`config.mk`:
```
export PLATFORM = sky130hd
export DESIGN_NAME = best_fit_bin_packer_top
export DESIGN_NICKNAME = d
export VERILOG_FILES = /design/src/hdl/bfbp_pkg.sv /design/src/hdl/bfbp_ram.sv /design/src/hdl/best_fit_bin_packer_top.sv
export SDC_FILE = /design/constraint.sdc
export NUM_CORES = 2
export LEC_CHECK = 0
export ABC_AREA = 1
export BUFFER_PORTS_ARGS = -buffer_cell sky130_fd_sc_hd__buf_2
export CORE_MARGIN = 10
export CORE_UTILIZATION = 30
export DETAILED_ROUTE_END_ITERATION = 10
export MAX_ROUTING_LAYER = met4
export PLACE_DENSITY = 0.42
export SYNTH_ARGS = -nofsm -noshare
export SYNTH_HDL_FRONTEND = slang
export SYNTH_SLANG_ARGS = --single-unit
```
`constraint.sdc`:
```
create_clock -name clock -period 5.2 [get_ports clock]
set_input_delay 0.52 -clock clock [delete_from_list [all_inputs] [get_ports clock]]
set_output_delay 0.52 -clock clock [all_outputs]
set_load 0.02 [all_outputs]
```
`src/hdl/bfbp_pkg.sv`:
```
// ----------------------------------------------------------------------------
// bfbp_pkg
// Shared constants for the best-fit bin packer: field widths, status codes
// and reset values.
// ----------------------------------------------------------------------------
package bfbp_pkg;

   // Field widths of the request, response and register beats
   localparam int DURATION_W = 20;
   localparam int CAPACITY_W = 20;
   localparam int LOAD_W     = 21;
   localparam int STATUS_W   = 3;
   localparam int BIN_IDX_W  = 6;
   localparam int BINS_USED_W = 7;

   // Default number of bins
   localparam int MAX_BINS_DEFAULT = 64;

   // Capacity after reset: eighteen hours in seconds
   localparam logic [CAPACITY_W-1:0] CAPACITY_RESET = CAPACITY_W'(18 * 3600);

   // Response status codes
   localparam logic [STATUS_W-1:0] ST_ADDED    = 3'd0;
   localparam logic [STATUS_W-1:0] ST_OPENED   = 3'd1;
   localparam logic [STATUS_W-1:0] ST_UNPLACED = 3'd2;
   localparam logic [STATUS_W-1:0] ST_REJECTED = 3'd3;
   localparam logic [STATUS_W-1:0] ST_CLEARED  = 3'd4;

   // Request command codes
   localparam logic CMD_PLACE = 1'b0;
   localparam logic CMD_CLEAR = 1'b1;

endpackage

```
`src/hdl/bfbp_ram.sv`:
```
// ----------------------------------------------------------------------------
// bfbp_ram
// Simple dual-port RAM: one write port, one read port, read data registered.
// ----------------------------------------------------------------------------
module bfbp_ram #(
   parameter int WIDTH = 21,
   parameter int DEPTH = 64
) (
   input  logic                     clock,
   input  logic                     wr_en,
   input  logic [$clog2(DEPTH)-1:0] wr_addr,
   input  logic [WIDTH-1:0]         wr_data,
   input  logic [$clog2(DEPTH)-1:0] rd_addr,
   output logic [WIDTH-1:0]         rd_data
);

   logic [WIDTH-1:0] mem_ff [DEPTH];
   logic [WIDTH-1:0] rd_data_ff;

   // Write port and registered read port
   always_ff @(posedge clock) begin
      if (wr_en) begin
         mem_ff[wr_addr] <= wr_data;
      end
      rd_data_ff <= mem_ff[rd_addr];
   end

   assign rd_data = rd_data_ff;

endmodule

```
`src/hdl/best_fit_bin_packer_top.sv`:
```
// ----------------------------------------------------------------------------
// best_fit_bin_packer_top
// Online best-fit bin packing of jobs by duration, bin loads held in a RAM.
// ----------------------------------------------------------------------------
// Usage:
//   Request: drive req_cmd / req_job_duration and pulse start; the beat is
//   taken on a clock edge where start is high and busy is low. A place
//   command scans the loads of all open bins, one RAM read per cycle, keeps
//   the fullest bin that still stays strictly under the capacity (lowest bin
//   on ties), then writes the new load back or opens a new bin.
//   Response: one beat per request, shown for exactly one cycle with
//   rsp_strobe high; the receiver cannot hold it off. The next request may
//   be taken in the same cycle as the strobe.
//   Sequence: a place command runs S_SCAN, which reads the loads of the open
//   bins over the single RAM read port, so the scan grows with the number of
//   open bins, then S_DECIDE, which writes the load and raises the strobe.
//   A clear answers in the next cycle.
//   Configuration: csr_bin_capacity is written on csr_valid (csr_ready is
//   always high); write it only while the block is idle.
//   Reset: synchronous, active high; all bins closed, capacity 64800 s.
//   The RAM needs no clearing pass: only opened entries are ever read.
// ----------------------------------------------------------------------------
module best_fit_bin_packer_top
   import bfbp_pkg::*;
#(
   parameter int MAX_BINS = MAX_BINS_DEFAULT
) (
   input  logic                   clock,
   input  logic                   reset,
   // Request channel
   input  logic                   start,
   output logic                   busy,
   input  logic                   req_cmd,
   input  logic [DURATION_W-1:0]  req_job_duration,
   // Response channel
   output logic                   rsp_strobe,
   output logic [STATUS_W-1:0]    rsp_status,
   output logic [BIN_IDX_W-1:0]   rsp_bin_index,
   output logic [LOAD_W-1:0]      rsp_bin_load,
   output logic [BINS_USED_W-1:0] rsp_bins_used,
   // Register write channel
   input  logic                   csr_valid,
   output logic                   csr_ready,
   input  logic [CAPACITY_W-1:0]  csr_bin_capacity
);

   localparam int IDX_W = $clog2(MAX_BINS);
   localparam int CNT_W = $clog2(MAX_BINS + 1);
   localparam int SUM_W = LOAD_W + 1;

   typedef enum logic [1:0] {
      S_IDLE,
      S_SCAN,
      S_DECIDE
   } state_type;

   state_type              state_ff, state_in;
   logic [CNT_W-1:0]       count_ff, count_in;
   logic [CNT_W-1:0]       issue_ff, issue_in;
   logic                   chk_vld_ff, chk_vld_in;
   logic [IDX_W-1:0]       chk_idx_ff, chk_idx_in;
   logic                   found_ff, found_in;
   logic [IDX_W-1:0]       best_ff, best_in;
   logic [LOAD_W-1:0]      best_load_ff, best_load_in;
   logic [DURATION_W-1:0]  dur_ff, dur_in;
   logic [CAPACITY_W-1:0]  cap_ff, cap_in;
   logic                   rsp_strobe_ff, rsp_strobe_in;
   logic [STATUS_W-1:0]    rsp_status_ff, rsp_status_in;
   logic [IDX_W-1:0]       rsp_idx_ff, rsp_idx_in;
   logic [LOAD_W-1:0]      rsp_load_ff, rsp_load_in;

   logic                   ram_wr_en;
   logic [IDX_W-1:0]       ram_wr_addr;
   logic [LOAD_W-1:0]      ram_wr_data;
   logic [LOAD_W-1:0]      ram_rd_data;
   logic [SUM_W-1:0]       chk_sum;
   logic                   chk_better;
   logic [LOAD_W-1:0]      added_load;
   logic                   accept;

   // Bin load store
   bfbp_ram #(
      .WIDTH (LOAD_W),
      .DEPTH (MAX_BINS)
   ) u_load_ram (
      .clock   (clock),
      .wr_en   (ram_wr_en),
      .wr_addr (ram_wr_addr),
      .wr_data (ram_wr_data),
      .rd_addr (issue_ff[IDX_W-1:0]),
      .rd_data (ram_rd_data)
   );

   assign accept    = start && (state_ff == S_IDLE);
   assign busy      = (state_ff != S_IDLE);
   assign csr_ready = 1'b1;

   // Fit test on the load returned by the RAM
   assign chk_sum    = SUM_W'(ram_rd_data) + SUM_W'(dur_ff);
   assign chk_better = (chk_sum < SUM_W'(cap_ff)) &&
                       (!found_ff || (ram_rd_data > best_load_ff));
   assign added_load = best_load_ff + LOAD_W'(dur_ff);

   // Next-state and datapath logic
   always_comb begin
      state_in      = state_ff;
      count_in      = count_ff;
      issue_in      = issue_ff;
      chk_vld_in    = 1'b0;
      chk_idx_in    = issue_ff[IDX_W-1:0];
      found_in      = found_ff;
      best_in       = best_ff;
      best_load_in  = best_load_ff;
      dur_in        = dur_ff;
      cap_in        = cap_ff;
      rsp_strobe_in = 1'b0;
      rsp_status_in = rsp_status_ff;
      rsp_idx_in    = rsp_idx_ff;
      rsp_load_in   = rsp_load_ff;
      ram_wr_en     = 1'b0;
      ram_wr_addr   = best_ff;
      ram_wr_data   = added_load;

      if (csr_valid && csr_ready) begin
         cap_in = csr_bin_capacity;
      end

      case (state_ff)
         S_IDLE: begin
            if (accept) begin
               if (req_cmd == CMD_CLEAR) begin
                  count_in      = '0;
                  rsp_strobe_in = 1'b1;
                  rsp_status_in = ST_CLEARED;
                  rsp_idx_in    = '0;
                  rsp_load_in   = '0;
               end else begin
                  dur_in   = req_job_duration;
                  issue_in = '0;
                  found_in = 1'b0;
                  state_in = S_SCAN;
               end
            end
         end
         S_SCAN: begin
            // Issue one read per cycle; each compare runs in the cycle after its read
            if (issue_ff != count_ff) begin
               chk_vld_in = 1'b1;
               issue_in   = issue_ff + CNT_W'(1);
            end else begin
               state_in = S_DECIDE;
            end
            if (chk_vld_ff && chk_better) begin
               found_in     = 1'b1;
               best_in      = chk_idx_ff;
               best_load_in = ram_rd_data;
            end
         end
         S_DECIDE: begin
            rsp_strobe_in = 1'b1;
            state_in      = S_IDLE;
            if (found_ff) begin
               ram_wr_en     = 1'b1;
               rsp_status_in = ST_ADDED;
               rsp_idx_in    = best_ff;
               rsp_load_in   = added_load;
            end else if (dur_ff == '0) begin
               rsp_status_in = ST_UNPLACED;
               rsp_idx_in    = '0;
               rsp_load_in   = '0;
            end else if (count_ff == CNT_W'(MAX_BINS)) begin
               rsp_status_in = ST_REJECTED;
               rsp_idx_in    = '0;
               rsp_load_in   = '0;
            end else begin
               ram_wr_en     = 1'b1;
               ram_wr_addr   = count_ff[IDX_W-1:0];
               ram_wr_data   = LOAD_W'(dur_ff);
               count_in      = count_ff + CNT_W'(1);
               rsp_status_in = ST_OPENED;
               rsp_idx_in    = count_ff[IDX_W-1:0];
               rsp_load_in   = LOAD_W'(dur_ff);
            end
         end
         default: begin
            state_in = S_IDLE;
         end
      endcase
   end

   // State and registered outputs
   always_ff @(posedge clock) begin
      if (reset) begin
         state_ff      <= S_IDLE;
         count_ff      <= '0;
         chk_vld_ff    <= 1'b0;
         found_ff      <= 1'b0;
         cap_ff        <= CAPACITY_RESET;
         rsp_strobe_ff <= 1'b0;
      end else begin
         state_ff      <= state_in;
         count_ff      <= count_in;
         chk_vld_ff    <= chk_vld_in;
         found_ff      <= found_in;
         cap_ff        <= cap_in;
         rsp_strobe_ff <= rsp_strobe_in;
      end
      issue_ff      <= issue_in;
      chk_idx_ff    <= chk_idx_in;
      best_ff       <= best_in;
      best_load_ff  <= best_load_in;
      dur_ff        <= dur_in;
      rsp_status_ff <= rsp_status_in;
      rsp_idx_ff    <= rsp_idx_in;
      rsp_load_ff   <= rsp_load_in;
   end

   // Response beat; wide bin counts are reported masked to the field widths
   assign rsp_strobe    = rsp_strobe_ff;
   assign rsp_status    = rsp_status_ff;
   assign rsp_bin_index = BIN_IDX_W'(rsp_idx_ff);
   assign rsp_bin_load  = rsp_load_ff;
   assign rsp_bins_used = BINS_USED_W'(count_ff);

   // Checks
   a_strobe_idle: assert property (@(posedge clock) disable iff (reset)
      rsp_strobe |-> !busy)
      else $error("response strobe while busy");

   a_count_bound: assert property (@(posedge clock) disable iff (reset)
      count_ff <= CNT_W'(MAX_BINS))
      else $error("open bin count beyond MAX_BINS");

   a_write_decide: assert property (@(posedge clock) disable iff (reset)
      ram_wr_en |-> (state_ff == S_DECIDE))
      else $error("load RAM written outside decision step");

   a_check_in_scan: assert property (@(posedge clock) disable iff (reset)
      chk_vld_ff |-> (state_ff == S_SCAN))
      else $error("pending compare outside scan");

   a_place_busy: assert property (@(posedge clock) disable iff (reset)
      (start && !busy && (req_cmd == CMD_PLACE)) |=> busy)
      else $error("place command did not start a scan");

endmodule
```
# Yosys cells after proc, flatten, opt, wreduce, memory -nomap -nowiden
# Memories as Yosys holds them, arrays and structs flattened. A register that Yosys moved wholly into a read port is not among the register bits.
# Cells that the tools add are included.
# totals
register_bits	122
ramBits	1344
in_bits	45
output_inout_bits	40
elab_cells	108
memories	1
# op_classes
add_sub_neg	4
order_cmp	2
eq_ne	13
n_mux	54
bitwise	2
reduce_logical	18
# memory_table
name	words	width	rd	rd_clocked_by_memory_dff	wr	line_no	text
u_load_ram.mem_ff	64	21	1	1	1	bfbp_ram.sv:17	logic [WIDTH-1:0] mem_ff [DEPTH];
# op_table
operator	count
$mux W21	7
$mux W7	8
$mux W6	9
$pmux W21 S2	1
$mux W20	2
$pmux W7 S2	2
$add A21 B20 Y22	1
$lt A22 B20 Y1	1
$add A21 B20 Y21	1
$gt A21 B21 Y1	1
$logic_not A20 Y1	1
$ne A2 B2 Y1 const B	9
$add A7 B1 Y7 const B	2
$mux W1	12
$mux W2	6
$pmux W6 S2	1
$reduce_and A3 Y1	3
$reduce_and A4 Y1	2
$eq A7 B7 Y1 const B	1
$ne A7 B7 Y1	1
$mux W3	2
$pmux W3 S2	1
$reduce_and A6 Y1	1
$reduce_bool A2 Y1	3
11 further kinds	15

# Depth between registers and ports, before layout
# depth
ltp_word	7
mapped_depth	21
depth_no_buf	21

# Hierarchy
# Synthesis repeated with hierarchy kept, for this count alone.
# hier_totals
hier_cells	5528
hier_area_um2	62681.4
# by_module_without_submodules
mod	instances	cells_each	area_each_um2	seq_area_each_um2
bfbp_ram	1	4587	54762.5	40779.1
best_fit_bin_packer_top	1	941	7918.8	3283.1

# Worst setup path after synthesis
# No wires, ideal clock.
# synth_timing
kind	register to register
start	reg dur_ff[0]
end	mem u_load_ram.mem_ff[0][8], data pin
setup_ns	0.702
arrival_time_ns	4.297
required_time_ns	4.498
slack_ns	0.201
stages_incl_launch_ff	9
path_buffers	0
period_less_slack_ns	4.999
cell_sequence	edfxtp_1 > ha_1 > inv_1 > fa_1 > o21ai_1 > a21oi_1 > o21ai_0 > xnor2_1 > o21ai_0
# synth_between
elab_chain_len	5
elab_cells_between_ends	6
cone_classes	add/sub (1); mux (4); reduce/logical (1)
# synth_lines
element	line_no	text
start: declaration	best_fit_bin_packer_top.sv:65	logic [DURATION_W-1:0] dur_ff, dur_in;
start signal: assignment	best_fit_bin_packer_top.sv:212	dur_ff <= dur_in;
$add A21 B20 Y21	best_fit_bin_packer_top.sv:102	assign added_load = best_load_ff + LOAD_W'(dur_ff);
$mux W21	best_fit_bin_packer_top.sv:171	end else if (count_ff == CNT_W'(MAX_BINS)) begin
$mux W21	best_fit_bin_packer_top.sv:167	end else if (dur_ff == '0) begin
$mux W21	best_fit_bin_packer_top.sv:162	if (found_ff) begin
$mux W21 *	best_fit_bin_packer_top.sv:128	case (state_ff)
named net ram_wr_data[8]	best_fit_bin_packer_top.sv:74	logic [LOAD_W-1:0] ram_wr_data;
end: declaration	bfbp_ram.sv:17	
# Mark *: on every way through the listed nets, which the timed path passes. The rest lies on a longest branch.

# Worst setup path in the final report
# layout_timing
start	reg dur_ff[4]
end	reg best_load_ff[3] (enable)
# layout_between
elab_chain_len	5
# layout_lines
element	line_no	text
$add A21 B20 Y22	best_fit_bin_packer_top.sv:99	assign chk_sum = SUM_W'(ram_rd_data) + SUM_W'(dur_ff);
$lt A22 B20 Y1	best_fit_bin_packer_top.sv:100	assign chk_better = (chk_sum < SUM_W'(cap_ff)) &&
$logic_and A1 B1 Y1	best_fit_bin_packer_top.sv:100	
$logic_and A1 B1 Y1	best_fit_bin_packer_top.sv:153	if (chk_vld_ff && chk_better) begin
$reduce_and A2 Y1 (no source line)	-	
end signal: assignment	best_fit_bin_packer_top.sv:211	best_load_ff <= best_load_in;
end: declaration	best_fit_bin_packer_top.sv:64	logic [LOAD_W-1:0] best_load_ff, best_load_in;
# Every way passes these cells.
# A chain may end at the register's enable or synchronous reset.

==> run_results.csv <==
group,metric,value,unit
final_layout,fin_cells,7623,
die,die_x,470.6,um
final_layout,multi_input_area,15440,sq um
clock_network,cts_buffers,162,
setup_path,cp-endpoint,"best_load_ff[3]",
clock_network,htreeDepth,4,
placement,dp_worst_setup_slack,1.187,ns
timing,fmaxAchievable,250.2,MHz
setup_path,worstSetupPathType,"register to register",
final_layout,final_nets,4940,
die,dieArea,221500,sq um
timing,tightest_slew,1.262,ns
power,cellLeakagePower,23.17,nW
die,start_util,30.14,%
timing,hold_viol,0,
clock_network,tritoncts,"done",
flow_run,drv_cap,0,
clock_network,path_clk_slew,0.06,ns
timing,rsz0062_at_grt,"false",
detailed_routing,drt-vias-per-instance,5.096,
yosys,syn_avg_cell_area,13.03,sq um
setup_path,setup.worst_path.end_class,"register",
setup_path,cpMaxStageDelayCell,"edfxtp_1",
setup_path,timing.rr.end,"best_load_ff[3]",
setup_path,rr_worst_depth,17,
final_layout,mostFrequentLayoutCell,"edfxtp_1",
detailed_routing,wire_per_inst,25.33,um
yosys,yosys_warnings,0,
detailed_routing,initialDrtViolationCount,3573,
yosys,synth.net_count,4805,
clock_network,root_buffer,"clkbuf_16",
final_layout,nFillCells,19567,
placement,place_inst,7280,
die,rows,165,
power,vdd_drop_max,299.0,uV
setup_path,critPathArrivalTime,4.45,ns
clock_network,cts.sinks,1487,
setup_path,cp_num_cells,17,
timing,setup_violations,0,
final_layout,area_growth_syn_to_layout,16.13,%
setup_path,cp-startpoint,"dur_ff[4]",
placement,hpwl,110.0,mm
timing,relSlewSlack,15.57,%
detailed_routing,drt_wl_total,193.1,mm
timing,finalHoldWorstSlack,0.06690,ns
setup_path,reg2reg_from,"dur_ff[4]",
worst_hold_path,min_path_type,"input pin to register",
run_status,outcome,"finished clean",
yosys,synth_area,60910,sq um
setup_path,cp_max_fo,27,
timing,fin_skew,0.02628,ns
detailed_routing,first_pass_iters,5,
yosys,ys_seq_elements,1487,
setup_path,crit_buf_inv,2,
global_route,grtUsageTotal,17.33,%
final_layout,seq_area,44060,sq um
timing,fin_crit,3.997,ns
clock_network,clk_path_buf_depth,3,
yosys,ys.flop_type,"edfxtp_1",
placement,io_buffers,83,
setup_path,cp_top_family,"compound AO/OA/AOI/OAI gates",
placement,gp_congestion,0.8442,
power,pwr_density_cell,387.9,nW/um^2
setup_path,worstPathRequired,5.65,ns
timing,fin_ws,1.204,ns
die,core-area,202100,sq um
setup_path,crit_chain,"ha_1 > a21o_1 > nand3b_1 > a21boi_0 > o21ai_0 > xor2_1 > ha_1 > a21oi_1 > o21ai_0 > a21oi_1 > nand2_1 > nand2_1 > nand2_1 > nand2_1 > nand4_1 > inv_1 > buf_4",
global_route,antenna_found_initial,11,
global_route,grt_pass1_vias,38107,
yosys,async_reset_ff_share,0,%
setup_path,r2r_slack,1.20,ns
global_route,grt_pass1_wl,277.1,mm
setup_path,cp_slowest_stage_delay,0.47,ns
yosys,synthDistinctLibCells,54,
setup_path,critPathLaunchType,"register",
timing,period_share,76.86,%
detailed_routing,postRouteAntennaNets,0,
final_layout,layout_common_cells,"1428 x edfxtp_1, 696 x nor2_1, 676 x o21ai_0",
die,io_pins,85,
setup_path,cp_common_cell,"nand2_1",
yosys,synth-seq-area-share,72.34,%
clock_network,post_cts_buffers,0,
timing,finalMaxSlewViolations,0,
detailed_routing,vias,38849,
detailed_routing,drcViolationCount,0,
yosys,synth_edf_count,1428,
timing,tns,0,ns
global_route,grt_start_max_net_pins,179,
final_layout,drive_above_1_share,12.22,%
global_route,grt-ovfl-total,0,
die,die_y,470.6,um
clock_network,clock_latency,0.82,ns
yosys,netlist_instances,4675,
worst min path at each step:
stage,startpoint,cells past startpoint,to,slack (ns)
2_1_floorplan,issue_ff[2],0,chk_idx_ff[2],0.34
3_3_place_gp,chk_idx_ff[3],0,best_ff[3],0.39
3_5_place_dp,chk_idx_ff[2],0,best_ff[2],0.39
4_1_cts,csr_bin_capacity[7],3,cap_ff[7],0.00007
5_1_grt,csr_bin_capacity[1],3,cap_ff[1],0.05
6_report,csr_bin_capacity[7],3,cap_ff[7],0.07
metal layers:
| metal | share of wire, % | wire length (um) | GRT usage [%] | vias up |
|---|---|---|---|---|
| met2 | 46 | 89060 | 26.96 | 1117 |
| met4 | 2.8 | 5444 | 5.350 | 0 |
| met5 | 0 | 0 | - | - |
| met3 | 5.5 | 10630 | 2.908 | 261 |
| met1 | 46 | 87990 | 23.18 | 19635 |
| li1 | - | - | - | 17836 |
flip-flops by register name, indices dropped and copies added (netlist names), 2 cells and up:
| signal | cells |
|---|---|
| best_ff | 6 |
| best_load_ff | 21 |
| cap_ff | 20 |
| chk_idx_ff | 6 |
| dur_ff | 20 |
| issue_ff | 7 |
| rsp_bin_index | 6 |
| rsp_bin_load | 21 |
| rsp_bins_used | 7 |
| rsp_status | 3 |
| state_ff | 2 |
| u_load_ram.mem_ff | 1344 |
| u_load_ram.rd_data | 21 |
layout make-up:
cell class	instances	area share, %
clock inverter	89	1.128
multi-input combinational	2754	21.83
clock buffer	209	6.067
antenna	7	0.02476
tap	2672	4.726
timing repair buffer	272	3.187
inverter	133	0.7517
sequential	1487	62.29
tightest hold or removal path, stage by stage:
cell and delay (ns):
buf_2 0.08, o21ai_0 0.09, a21oi_1 0.12
synth_stat cells, drive strengths merged, types with 13 or more instances:
cell / instances / area [sq um]
edfxtp: 1428 / 42880
nor2: 768 / 2932
o21ai: 690 / 3453
nand2: 319 / 1339
clkbuf: 233 / 874.6
o221ai: 182 / 1594
nand3: 164 / 875.8
o211ai: 154 / 1156
o22ai: 134 / 838.3
inv: 129 / 489.2
a21oi: 93 / 465.5
ha: 83 / 1039
buf: 68 / 352.8
mux2i: 61 / 610.6
dfxtp: 59 / 1181
xor2: 24 / 210.2
xnor2: 13 / 113.9
repair_timing:
item                      in CTS  in global routing
hold endpoints to repair      37                  0
hold buffers                  38                  0
resized for setup              0                  0
kinds of logic (layout without fill, tap and decap cells):
kind of cell               count (synthesis)  in the layout  share of synthesized area [%]
DFF                                     1487           1487                          72.34
and+or+nand+nor                         1296           1296                          8.917
AOI/OAI and AO/OA                       1274           1274                          12.59
buffers and inverters                    434            703                          2.847
adders and majority gates                 85             85                          1.771
muxes                                     61             61                          1.002
xor gates and xnor gates                  37             37                         0.5320
other                                      1              8                       0.006157
metrics by stage:
step	power (mW)	utilization, %	cell area [sq um]
CTS	27.78	34.99	70720
global placement	16.58	32.28	65250
floorplan	15.34	-	60910
global route	28.47	35.00	70730
finish	27.44	35.00	70740
detailed placement	16.58	32.28	65250
power breakdown:
group | internal (mW) | leakage (nW) | switching, mW
sequential | 13.3 | 13.3 | 0.0949
clock | 6.27 | 2.46 | 4.86
combinational | 0.791 | 7.39 | 2.10
total | 20.4 | 23.2 | 7.06
No activity file was read; power rests on OpenSTA's default activity.
